`config.mk`:
```
export PLATFORM = sky130hd
export DESIGN_NAME = bmmd_ram
export DESIGN_NICKNAME = d
export VERILOG_FILES = /design/src/sv/bmmd_ram.sv
export SDC_FILE = /design/constraint.sdc
export NUM_CORES = 2
export LEC_CHECK = 0
export BUFFER_PORTS_ARGS = -buffer_cell sky130_fd_sc_hd__buf_4
export CORE_MARGIN = 2
export CORE_UTILIZATION = 60
export CTS_CLUSTER_SIZE = 30
export DETAILED_ROUTE_END_ITERATION = 10
export PLACE_DENSITY = 0.81
export SYNTH_ARGS = -nofsm -noshare
export SYNTH_HDL_FRONTEND = slang
export SYNTH_SLANG_ARGS = --single-unit
```
`constraint.sdc`:
```
create_clock -name clock -period 4.1 [get_ports clock]
set_clock_uncertainty 0.05 [all_clocks]
set_input_delay 1.23 -clock clock [delete_from_list [all_inputs] [get_ports clock]]
set_output_delay 1.23 -clock clock [all_outputs]
set_load 0.01 [all_outputs]
```
`src/sv/bmmd_ram.sv`:
```
// Generic single-port synchronous RAM with registered read
`timescale 1ns / 1ps
module bmmd_ram #(
   parameter int WIDTH = 8,
   parameter int DEPTH = 256,
   localparam int AW = (DEPTH > 1) ? $clog2(DEPTH) : 1
) (
   input  logic             clock,
   input  logic             we,
   input  logic [AW-1:0]    addr,
   input  logic [WIDTH-1:0] wdata,
   output logic [WIDTH-1:0] rdata
);
   logic [WIDTH-1:0] mem [DEPTH];
   logic [WIDTH-1:0] rdata_ff;

   always_ff @(posedge clock) begin
      if (we) begin
         mem[addr] <= wdata;
      end
      rdata_ff <= mem[addr];
   end

   assign rdata = rdata_ff;
endmodule

```
==> results.ini <==
[timing]
max-slew-margin-rel_pct=17.47
finalSetupViolations=0
slew_violations=0
fmax_mhz=256.5
layout_min_cycle_time_ns=3.898
timing.final.crit_share_pct=95.08
grt_setup_unrepaired=false
hold_viol=0
tightest_slew_ns=1.222

[floorplanning]
die_w_um=365.7
row_count=132
core_um2=129600
boundaryPins=26
start_util_pct=60.54
dieArea_um2=133700
die_y_um=365.7

[synthesis]
async_reset_ff_share_pct=0
synthFlopType=edfxtp_1
syn_inst=3547
ys_warn_count=0
yosys-top-cells-area=edfxtp_1 78%, mux4_2 15%, a22oi_1 2.4%, nor2_1 1.1%, a21oi_1 0.82%
ys_seq_area_share_pct=78.55
synth-edff-count=2048
syn_nets=3565
synth_area_um2=78490
synth_top_area_share_pct=78.35
ys_seq_elements=2056
ys_types=22
syn_area_per_cell_um2=22.13
yosys.area.top_type=edfxtp_1

[grt]
antenna_found_initial=8
grt_pass1_vias=41770
grt_start_max_net_pins=131
grt_pass1_wl_mm=290.7
grt_usage_pct=30.62
grt_overflow=0

[critical_path]
worstReg2RegStart=mem[203][6]
crit_required_ns=4.71
cp-start-kind=input port
r2r_setup_slack_ns=1.01
critPathKind=in -> reg
worstPathArrival_ns=4.51
crit_fanout=31
reg2reg_depth=6
end_kind=flop
worstReg2RegEnd=rdata[6]

[route]
ant_nets=0
wl_met1_mm=67.84
highest_layer=met5
first_pass_iters=7
vias=41060
wl_met2_mm=97.12
dr.first_iter.drc_count=6740
wl_mm=200.1
drc=0
vias_per_cell=6.920
wl_per_cell_um=33.72
route.met3.wl_mm=25.45

[min_path]
hold_depth=1
holdCritStartpoint=wdata[0]
hold_class=in -> reg
whs_endpoint=mem[69][0]

[clock_network]
cts_sinks=2056
htree_num_levels=4
path_clk_slew_ns=0.06
insertion_delay_ns=0.84
cts-hold-fix-buffers=0
cts-root-buf=clkbuf_16
clockBufferDepth=3
cts_buffers=193
cts_setup_buffers=0
cts_tree=done

[status]
status=finished, final reports clean

[placement]
io_buffers=25
dp_hpwl_mm=115.3
gp_congestion=0.8642
dp.cells=5587
place_area_um2=84290

[pwr]
ir_drop_uv=439.7
finalPower_mw=42.61
cellLeakagePower_nw=28.53
powerDensity_nw_per_um2=471.8

[job]
max_cap_violations=0

[layout]
mostFrequentLayoutCells=2,048 x edfxtp_1, 512 x mux4_2, 469 x buf_4
final_cells=5933
area_growth_pct=15.07
final_cell_area_um2=90320
final_common_cell=edfxtp_1
fin_nets=4058
layout-drive-gt1-share_pct=31.26

cells by family after synthesis:
| family | Yosys count | synth area share, % |
|---|---|---|
| AOI/OAI and AO/OA | 416 | 3.622 |
| buffers and inverters | 233 | 1.401 |
| DFF | 2056 | 78.55 |
| muxes | 512 | 14.69 |
| and+or+nand+nor | 330 | 1.733 |
how the worst max path moves through the flow:
stage,startpoint,endpoint,slack (ns),cells after the start
4_1_cts,addr[0],rdata[5],0.31,9
3_3_place_gp,addr[1],rdata[2],-0.69,8
6_report,addr[0],rdata[6],0.20,8
3_5_place_dp,addr[0],rdata[1],-0.76,8
2_1_floorplan,addr[1],mem[111][0],0.60,9
5_1_grt,addr[0],rdata[6],0.11,8
metal layers:
layer  vias to the layer above  global-route usage (%)
li1                      16030                       -
met1                     21160                   41.19
met2                      3281                   48.34
met3                       581                   7.732
met4                        12                   13.38
met5                         -                       0
report_power, final:
part	internal (mW)	total [mW]	switching (mW)
Sequential	23.2	23.2	0.0418
Clock	9.68	17.3	7.63
Combinational	0.777	2.10	1.32
sequential cells by signal, indices dropped and copies added (netlist names):
name   flops
mem     2048
rdata      8
cells in the mapped netlist, types with 13 or more instances:
cell type	count
nor3_1	30
edfxtp_1	2048
a22oi_1	256
buf_1	19
buf_2	36
o41ai_1	32
nor2_1	232
buf_4	16
buf_6	16
mux4_2	512
nand3_1	13
clkbuf_1	145
nand2_1	28
a21oi_1	128
layout make-up:
type	count	area, um2
Sequential cell	2056	61660
Inverter	1	3.754
Tap cell	1742	2180
Fill cell	7139	39330
Multi-Input combinational cell	1258	15780
Antenna cell	1	2.502
Clock buffer	243	5069
Clock inverter	102	952.2
Timing Repair Buffer	530	4682
worst max-delay path, stage by stage:
cell,delay (ns)
buf_8,0.31
buf_12,0.31
mux4_2,0.54
a22oi_1,0.37
a21oi_1,0.21
o41ai_1,1.08
buf_4,0.27
nand4_1,0.08
through the flow:
stage	worst slack [ns]	utilization (%)	hold slack, ns	TNS, ns
after global routing	0.1108	69.67	0.7391	0
after detailed placement	-0.7612	65.02	0.9059	-2.762
final	0.2015	69.67	0.7450	0
after global placement	-0.6887	65.01	0.8880	-3.138
after floorplan	0.6013	-	0.7691	0
after CTS	0.3084	69.67	0.7073	0
timing repair:
action | CTS | global route
endpoints found under the hold margin | 0 | 0
setup endpoints to repair | 1 | 0
resized for setup | 1 | 0
(Power assumes the default switching activity.)
