===== config.mk =====
export PLATFORM = sky130hd
export DESIGN_NAME = bmmd_decode
export DESIGN_NICKNAME = d
export VERILOG_FILES = /design/src/sv/bmmd_pkg.sv /design/src/sv/bmmd_decode.sv
export SDC_FILE = /design/constraint.sdc
export NUM_CORES = 1
export LEC_CHECK = 0
export ABC_AREA = 1
export BUFFER_PORTS_ARGS = -buffer_cell sky130_fd_sc_hd__buf_2
export CORE_ASPECT_RATIO = 0.8
export CORE_MARGIN = 5
export CORE_UTILIZATION = 33
export DETAILED_ROUTE_END_ITERATION = 10
export GPL_ROUTABILITY_DRIVEN = 1
export PLACE_DENSITY = 0.85
export SLEW_MARGIN = 15
export SYNTH_ARGS = -nofsm -noshare
export SYNTH_HDL_FRONTEND = slang
export SYNTH_SLANG_ARGS = --single-unit

===== constraint.sdc =====
create_clock -name vclk -period 0.9
set_clock_uncertainty 0.15 [all_clocks]
set_input_delay 0.045 -clock vclk [all_inputs]
set_output_delay 0.045 -clock vclk [all_outputs]
set_load 0.02 [all_outputs]

===== src/sv/bmmd_pkg.sv =====
// Shared types, codes and reset table of the banked memory map decoder
`timescale 1ns / 1ps
package bmmd_pkg;

   localparam int SPRITE_BYTES_DEF = 160;
   localparam int WORK_BANKS_DEF   = 8;
   localparam int VIDEO_DEPTH      = 16384;
   localparam int BANK_BYTES       = 4096;
   localparam int HIGH_DEPTH       = 127;
   localparam int IO_DEPTH         = 128;

   localparam logic [1:0] MODE_READ  = 2'd0;
   localparam logic [1:0] MODE_WRITE = 2'd1;
   localparam logic [1:0] MODE_DMA   = 2'd2;

   localparam logic [2:0] TGT_INT   = 3'd0;
   localparam logic [2:0] TGT_ROM   = 3'd1;
   localparam logic [2:0] TGT_CRAM  = 3'd2;
   localparam logic [2:0] TGT_SOUND = 3'd3;
   localparam logic [2:0] TGT_JOY   = 3'd4;
   localparam logic [2:0] TGT_PAL   = 3'd5;
   localparam logic [2:0] TGT_NONE  = 3'd6;

   localparam logic [6:0] IO_JOY  = 7'h00;
   localparam logic [6:0] IO_DIV  = 7'h04;
   localparam logic [6:0] IO_DMA  = 7'h46;
   localparam logic [6:0] IO_VBK  = 7'h4F;
   localparam logic [6:0] IO_SVBK = 7'h70;

   typedef enum logic [3:0] {
      RGN_ROM,
      RGN_VIDEO,
      RGN_CRAM,
      RGN_WORK,
      RGN_SPRITE,
      RGN_NONE,
      RGN_IO,
      RGN_HIGH,
      RGN_IE
   } region_type;

   typedef struct packed {
      region_type  region;
      logic [2:0]  target;
      logic [13:0] video_addr;
      logic [14:0] work_addr;
      logic [7:0]  sprite_addr;
      logic [6:0]  low_addr;
   } dec_type;

   function automatic logic is_sound(input logic [6:0] r);
      return (r >= 7'h10 && r <= 7'h26) || (r >= 7'h30 && r <= 7'h3F);
   endfunction

   function automatic logic is_palette(input logic [6:0] r);
      return r >= 7'h68 && r <= 7'h6B;
   endfunction

   function automatic logic [7:0] boot_io(input logic [6:0] r);
      logic [7:0] v;
      case (r)
         7'h00: v = 8'hCF;
         7'h02: v = 8'h7E;
         7'h04: v = 8'hAB;
         7'h07: v = 8'hF8;
         7'h0F: v = 8'hE1;
         7'h10: v = 8'h80;
         7'h11: v = 8'hBF;
         7'h12: v = 8'hF3;
         7'h13: v = 8'hFF;
         7'h14: v = 8'hBF;
         7'h16: v = 8'h3F;
         7'h18: v = 8'hFF;
         7'h19: v = 8'hBF;
         7'h1A: v = 8'h7F;
         7'h1B: v = 8'hFF;
         7'h1C: v = 8'h9F;
         7'h1D: v = 8'hFF;
         7'h1E: v = 8'hBF;
         7'h20: v = 8'hFF;
         7'h23: v = 8'hBF;
         7'h24: v = 8'h77;
         7'h25: v = 8'hF3;
         7'h26: v = 8'hF1;
         7'h40: v = 8'h91;
         7'h41: v = 8'h85;
         7'h47: v = 8'hFC;
         7'h48: v = 8'hFF;
         7'h49: v = 8'hFF;
         default: v = 8'h00;
      endcase
      return v;
   endfunction

endpackage


===== src/sv/bmmd_decode.sv =====
// Address decoder: region, target and per-store index for one bus address
`timescale 1ns / 1ps
module bmmd_decode #(
   parameter int SPRITE_BYTES = bmmd_pkg::SPRITE_BYTES_DEF,
   parameter int WORK_BANKS   = bmmd_pkg::WORK_BANKS_DEF
) (
   input  logic [15:0]       address,
   input  logic              colour_mode,
   input  logic              video_bank,
   input  logic [2:0]        work_bank,
   output bmmd_pkg::dec_type dec
);
   import bmmd_pkg::*;

   logic [15:0] wa;
   logic [2:0]  bank;
   logic [2:0]  bank_sat;
   logic [6:0]  r;
   logic        sprite_hit;

   always_comb begin
      wa = (address >= 16'hE000) ? address - 16'h2000 : address;
      if (wa[15:12] == 4'hC) begin
         bank = 3'd0;
      end else if (colour_mode) begin
         bank = work_bank;
      end else begin
         bank = 3'd1;
      end
      bank_sat = ({1'b0, bank} >= 4'(WORK_BANKS)) ? 3'(WORK_BANKS - 1) : bank;
      r = address[6:0];
      sprite_hit = {1'b0, address} < (17'h0FE00 + 17'(SPRITE_BYTES));

      dec.video_addr  = {colour_mode & video_bank, address[12:0]};
      dec.work_addr   = {bank_sat, wa[11:0]};
      dec.sprite_addr = address[7:0];
      dec.low_addr    = r;
      dec.target      = TGT_INT;

      if (address < 16'h8000) begin
         dec.region = RGN_ROM;
         dec.target = TGT_ROM;
      end else if (address < 16'hA000) begin
         dec.region = RGN_VIDEO;
      end else if (address < 16'hC000) begin
         dec.region = RGN_CRAM;
         dec.target = TGT_CRAM;
      end else if (address < 16'hFE00) begin
         dec.region = RGN_WORK;
      end else if (sprite_hit) begin
         dec.region = RGN_SPRITE;
      end else if (address < 16'hFF00) begin
         dec.region = RGN_NONE;
         dec.target = TGT_NONE;
      end else if (address < 16'hFF80) begin
         dec.region = RGN_IO;
         if (r == IO_JOY) begin
            dec.target = TGT_JOY;
         end else if (is_palette(r) && colour_mode) begin
            dec.target = TGT_PAL;
         end else if (is_sound(r)) begin
            dec.target = TGT_SOUND;
         end
      end else if (address < 16'hFFFF) begin
         dec.region = RGN_HIGH;
      end else begin
         dec.region = RGN_IE;
      end
   end
endmodule


==> results of run 1 <==
## kinds of logic (layout without fill, tap and decap cells)
kind of cell,after synthesis,count (layout),synth area share (%)
buf+inv,54,108,53.9
simple gates,52,52,39.0
compound gates,6,6,5.16
fa+ha+maj,1,1,1.91
## synthesized netlist by cell type
cell / instances / area (sq um)
nor3_1: 2 / 10.0
o21ai_1: 1 / 5.00
nand2_2: 2 / 12.5
nand2_1: 19 / 71.3
nor2_1: 17 / 63.8
ha_1: 1 / 12.5
o21ai_0: 3 / 15.0
nand3_1: 6 / 30.0
inv_1: 12 / 45.0
nand3_2: 1 / 10.0
clkinv_1: 1 / 3.75
inv_2: 1 / 3.75
nor2_4: 3 / 33.8
nand4_1: 1 / 6.26
a21oi_2: 1 / 8.76
nand3_4: 1 / 17.5
buf_4: 40 / 300
a21oi_1: 1 / 5.00
## per-layer routing
layer / part of all wire, % / wire, um / track usage [%]
met1: 34 / 732 / 14.3
met2: 52 / 1140 / 23.9
met3: 12 / 271 / 1.57
met4: 2.0 / 44 / 2.58
met5: 0 / 0 / 0
## repair_timing
| item | 4_1_cts | 5_1_grt |
|---|---|---|
| gates cloned | 0 | 0 |
| pin swaps | 15 | 10 |
| setup endpoints to repair | 10 | 10 |
| resized for setup | 46 | 24 |
## layout make-up
cell class	instances	area [sq um]	area share [%]
Inverter	14	71.3	5.82
Timing Repair Buffer	94	674	55.0
Multi-Input combinational cell	59	450	36.7
Tap cell	24	30.0	2.45
## worst max-delay path: stages
cell,delay [ns]
buf_8,0.11
inv_6,0.05
ha_4,0.20
nor2_4,0.07
o21ai_2,0.07
nor2_4,0.19
nor2_4,0.05
buf_6,0.13
## stage by stage
step | cell area (sq um) | setup WS (ns) | hold slack (ns) | setup TNS, ns | power (uW)
floorplan | 742 | -0.0437 | 0.0526 | -0.150 | 399
global placement | 997 | -0.347 | 0.206 | -3.11 | 540
detailed placement | 997 | -0.367 | 0.206 | -3.19 | 547
CTS | 1150 | -0.208 | 0.199 | -1.85 | 616
global route | 1230 | -0.289 | 0.185 | -2.37 | 693
finish | 1230 | -0.210 | 0.172 | -1.88 | 652
## final timing paths
kind | from | endpoint | slack [ns] | cells after the start
max | address[14] | dec[27] | -0.21 | 8
min | address[3] | dec[33] | 0.17 | 2
## report_power, final
part | internal, uW | switching [uW]
sequential | 0 | 0
clock | 0 | 0
combinational | 288 | 364
==> run_results.csv, run 1 <==
group,metric,value,unit
grt,overflow,0,
floorplan,rows,14,
grt,grt_antenna_before_repair,0,
setup_path,cp-end-kind,"output port",
place,dpl.hpwl,1670,um
sta,slew_headroom,85.5,%
sta,min_period,1.11,ns
synth,yosysSeqAreaShare,0,%
layout,num-fill-cells,156,
route,vias,830,
power,p_leak,0.000672,uW
layout,diodes,0,
setup_path,worstPathRequired,0.70,ns
sta,tightest_slew,0.217,ns
layout,stdcell_count,191,
grt,grt_pass1_vias,735,
layout,design.seq.count,0,
route,antenna_left,0,
synth,ys_types,18,
layout,layout_common_cells,"buf_2 (49), buf_4 (24), buf_6 (19)",
sta,min_period_over_period,123,%
route,routed_via_density,4.35,
floorplan,die_area,2980,sq um
sta,fmax,901,MHz
layout,area_growth,87.4,%
layout,nClkBuffers,0,
floorplan,die_x,59.8,um
layout,mostFrequentLayoutCell,"buf_2",
sta,fin_ws,-0.210,ns
sta,rsz0062_at_grt,"yes",
place,portBuffers,72,
route,first_iter_violations,25,
power,p_per_area,531,nW/um^2
synth,synth_cells,113,
setup_path,startpoint_type,"input port",
synth,ys.warnings.count,0,
cts,cts_setup_buffers,0,
sta,slew_viol_final,0,
status,status,"finished, violations left",
floorplan,die_y,49.8,um
cts,hold_buffers,0,
layout,seqCellArea,0,sq um
grt,grt_pass1_wl,3030,um
grt,grt_max_degree,6,
synth,synth_nets,135,
floorplan,ios,72,
status,violations,"setup timing",
route,drt_wl_total,2180,um
flow_run,maxCapViolCount,0,
route,drc,0,
place,gp_congestion,0.795,
route,wl_per_cell,11.4,um
power,max-vdd-ir-drop,0.346,mV
synth,netlist_area,654,sq um
setup_path,cp.arrival,0.91,ns
layout,drive_above_1_share,80.2,%
grt,grt.total_usage,12.5,%
sta,setup_viol,10,
place,dp_cells,191,
setup_path,path_class,"in -> out",
floorplan,design.core.area,1890,sq um
layout,finish.utilization,64.8,%
min_path,hold_class,"in -> out",
floorplan,start_util,34.6,%
route,drtPass1Iterations,3,
sta,hold_violations,0,
synth,avgSynthCellArea,5.79,sq um
setup_path,crit_path_max_fanout,3,
layout,fin_nets,191,
(Power assumes the default switching activity.)
==> run 2: changes to the inputs <==
--- a/config.mk
+++ b/config.mk
@@ -5,14 +5,14 @@
 export SDC_FILE = /design/constraint.sdc
 export NUM_CORES = 1
 export LEC_CHECK = 0
-export ABC_AREA = 1
 export BUFFER_PORTS_ARGS = -buffer_cell sky130_fd_sc_hd__buf_2
 export CORE_ASPECT_RATIO = 0.8
 export CORE_MARGIN = 5
-export CORE_UTILIZATION = 33
+export CORE_UTILIZATION = 32
 export DETAILED_ROUTE_END_ITERATION = 10
 export GPL_ROUTABILITY_DRIVEN = 1
 export PLACE_DENSITY = 0.85
+export SKIP_LAST_GASP = 1
 export SLEW_MARGIN = 15
 export SYNTH_ARGS = -nofsm -noshare
 export SYNTH_HDL_FRONTEND = slang
==> run_results.csv, run 2 <==
group,metric,value,unit
floorplan,rows,14,
route,vias,819,
route,wl_met1,980,um
synth,ys_top_cells_by_area,"buf_4 (50%), and3_1 (4.1%), o221a_2 (3.7%)",
layout,layout_common_cells,"buf_2 (48), buf_4 (34), buf_6 (11)",
layout,fin_nets,175,
synth,netlist_area,606,sq um
grt,grt_max_degree,7,
layout,diodes,0,
floorplan,design.core.area,1840,sq um
place,portBuffers,72,
synth,avgSynthCellArea,7.04,sq um
layout,mostFrequentLayoutCell,"buf_2",
synth,synthMostInstantiatedCell,"buf_4",
setup_path,cp-end-kind,"output port",
route,drc,0,
layout,design.seq.count,0,
sta,rsz0062_at_grt,"yes",
synth,yosysSeqAreaShare,0,%
floorplan,die_x,58.6,um
synth,ys.warnings.count,0,
cts,hold_buffers,0,
synth,synthTopCellsByCount,"buf_4 (40), and3_1 (4), inv_1 (4), nand2_1 (4), nor2_1 (4)",
route,wl_met3,148,um
status,violations,"setup timing",
grt,grt.total_usage,18.1,%
setup_path,worstPathRequired,0.70,ns
sta,tightest_slew,0.189,ns
route,met2WireLength,1540,um
synth,ys_types,28,
route,drt_wl_total,2720,um
sta,min_period_over_period,137,%
setup_path,crit_path_max_incr_delay,0.33,ns
route,routed_via_density,4.68,
floorplan,ios,72,
setup_path,path_buf_inv,2,
sta,hold_violations,0,
route,drtPass1Iterations,2,
layout,num-fill-cells,124,
layout,drive_above_1_share,90.7,%
power,p_per_area,541,nW/um^2
grt,overflow,0,
synth,synth_cells,86,
sta,fmax,812,MHz
synth,synth_top_area_share,49.6,%
sta,finalSetupTns,-2.18,ns
grt,grt_antenna_before_repair,0,
status,status,"finished, violations left",
sta,fin_ws,-0.332,ns
setup_path,startpoint_type,"input port",
setup_path,path_class,"in -> out",
place,gp_congestion,0.803,
layout,nClkBuffers,0,
setup_path,cp.arrival,1.04,ns
floorplan,die_area,2870,sq um
flow_run,maxCapViolCount,0,
sta,slew_viol_final,0,
setup_path,cp_slowest_cell,"a211o_1",
sta,setup_viol,10,
layout,area_growth,122,%
min_path,hold_class,"in -> out",
route,wl_per_cell,15.6,um
power,max-vdd-ir-drop,0.363,mV
route,antenna_left,0,
grt,grt_pass1_wl,4270,um
setup_path,critical-path-top-delay-family,"compound AO/OA/AOI/OAI gates",
route,first_iter_violations,9,
sta,slew_headroom,87.4,%
layout,multiInputGateArea,467,sq um
floorplan,start_util,32.9,%
synth,yosys.area.top_type,"buf_4",
synth,synth_nets,108,
grt,grt_pass1_vias,891,
route,top_layer,"met4",
sta,min_period,1.23,ns
floorplan,die_y,48.9,um
sta,fin_hold_ws,0.169,ns
layout,seqCellArea,0,sq um
power,p_leak,0.000681,uW
setup_path,crit_path_max_fanout,5,
place,dpl.hpwl,1800,um
setup_path,path_cells,"buf_8 -> and3_4 -> nand3_2 -> a211o_1 -> a21oi_4 -> buf_6",
[run 2: cell count changes after synthesis, moves of 3 or more]
cell	change
inv_1	-8
nand3_1	-3
nor2_1	-13
and3_1	+4
nor2b_1	+3
nor2_4	-3
nand2_1	-15
[run 2: area by class of cell]
cell class	count	area share, %
inverter	4	2.04
multi-input combinational	42	34.7
tap	24	2.23
timing repair buffer	105	61.1
[run 2: what timing repair did]
| action | 4_1_cts | 5_1_grt |
|---|---|---|
| gates cloned | 1 | 0 |
| hold endpoints to repair | 0 | 0 |
| pin swaps | 16 | 9 |
| setup buffers | 8 | 2 |
| gates resized for setup | 55 | 22 |
| endpoints found under the setup margin | 10 | 10 |
[run 2: worst paths after layout]
check | start | to | slack [ns] | cells past startpoint
setup / recovery | address[5] | dec[46] | -0.33 | 6
hold / removal | address[11] | dec[41] | 0.17 | 2
[run 2: where the power goes]
group          leakage [uW]  internal [uW]  switching [uW]
sequential                0              0               0
combinational      0.000681            357             371
clock                     0              0               0
[run 2: logic make-up (layout without fill, tap and decap cells)]
logic type      after synthesis  count (layout)  share of synthesized area, %
compound gates               13              13                          16.9
simple gates                 28              28                          28.9
buf+inv                      44             109                          52.1
fa+ha+maj                     1               1                          2.07
[run 2: stage by stage]
| stage | cells | instance area [sq um] | total power (uW) | utilization (%) | setup WS [ns] |
|---|---|---|---|---|---|
| floorplan | 86 | 714 | 397 | - | -0.119 |
| global placement | 164 | 970 | 536 | 52.7 | -0.378 |
| detailed placement | 164 | 970 | 549 | 52.7 | -0.398 |
| CTS | 173 | 1260 | 672 | 68.4 | -0.304 |
| global route | 175 | 1350 | 765 | 73.2 | -0.396 |
| finish | 175 | 1350 | 728 | 73.2 | -0.332 |
[run 2: layer usage]
layer | GRT usage (%) | vias up
met3 | 1.06 | 4
met5 | 0 | -
li1 | - | 390
met2 | 35.1 | 26
met1 | 20.5 | 399
met4 | 5.28 | 0
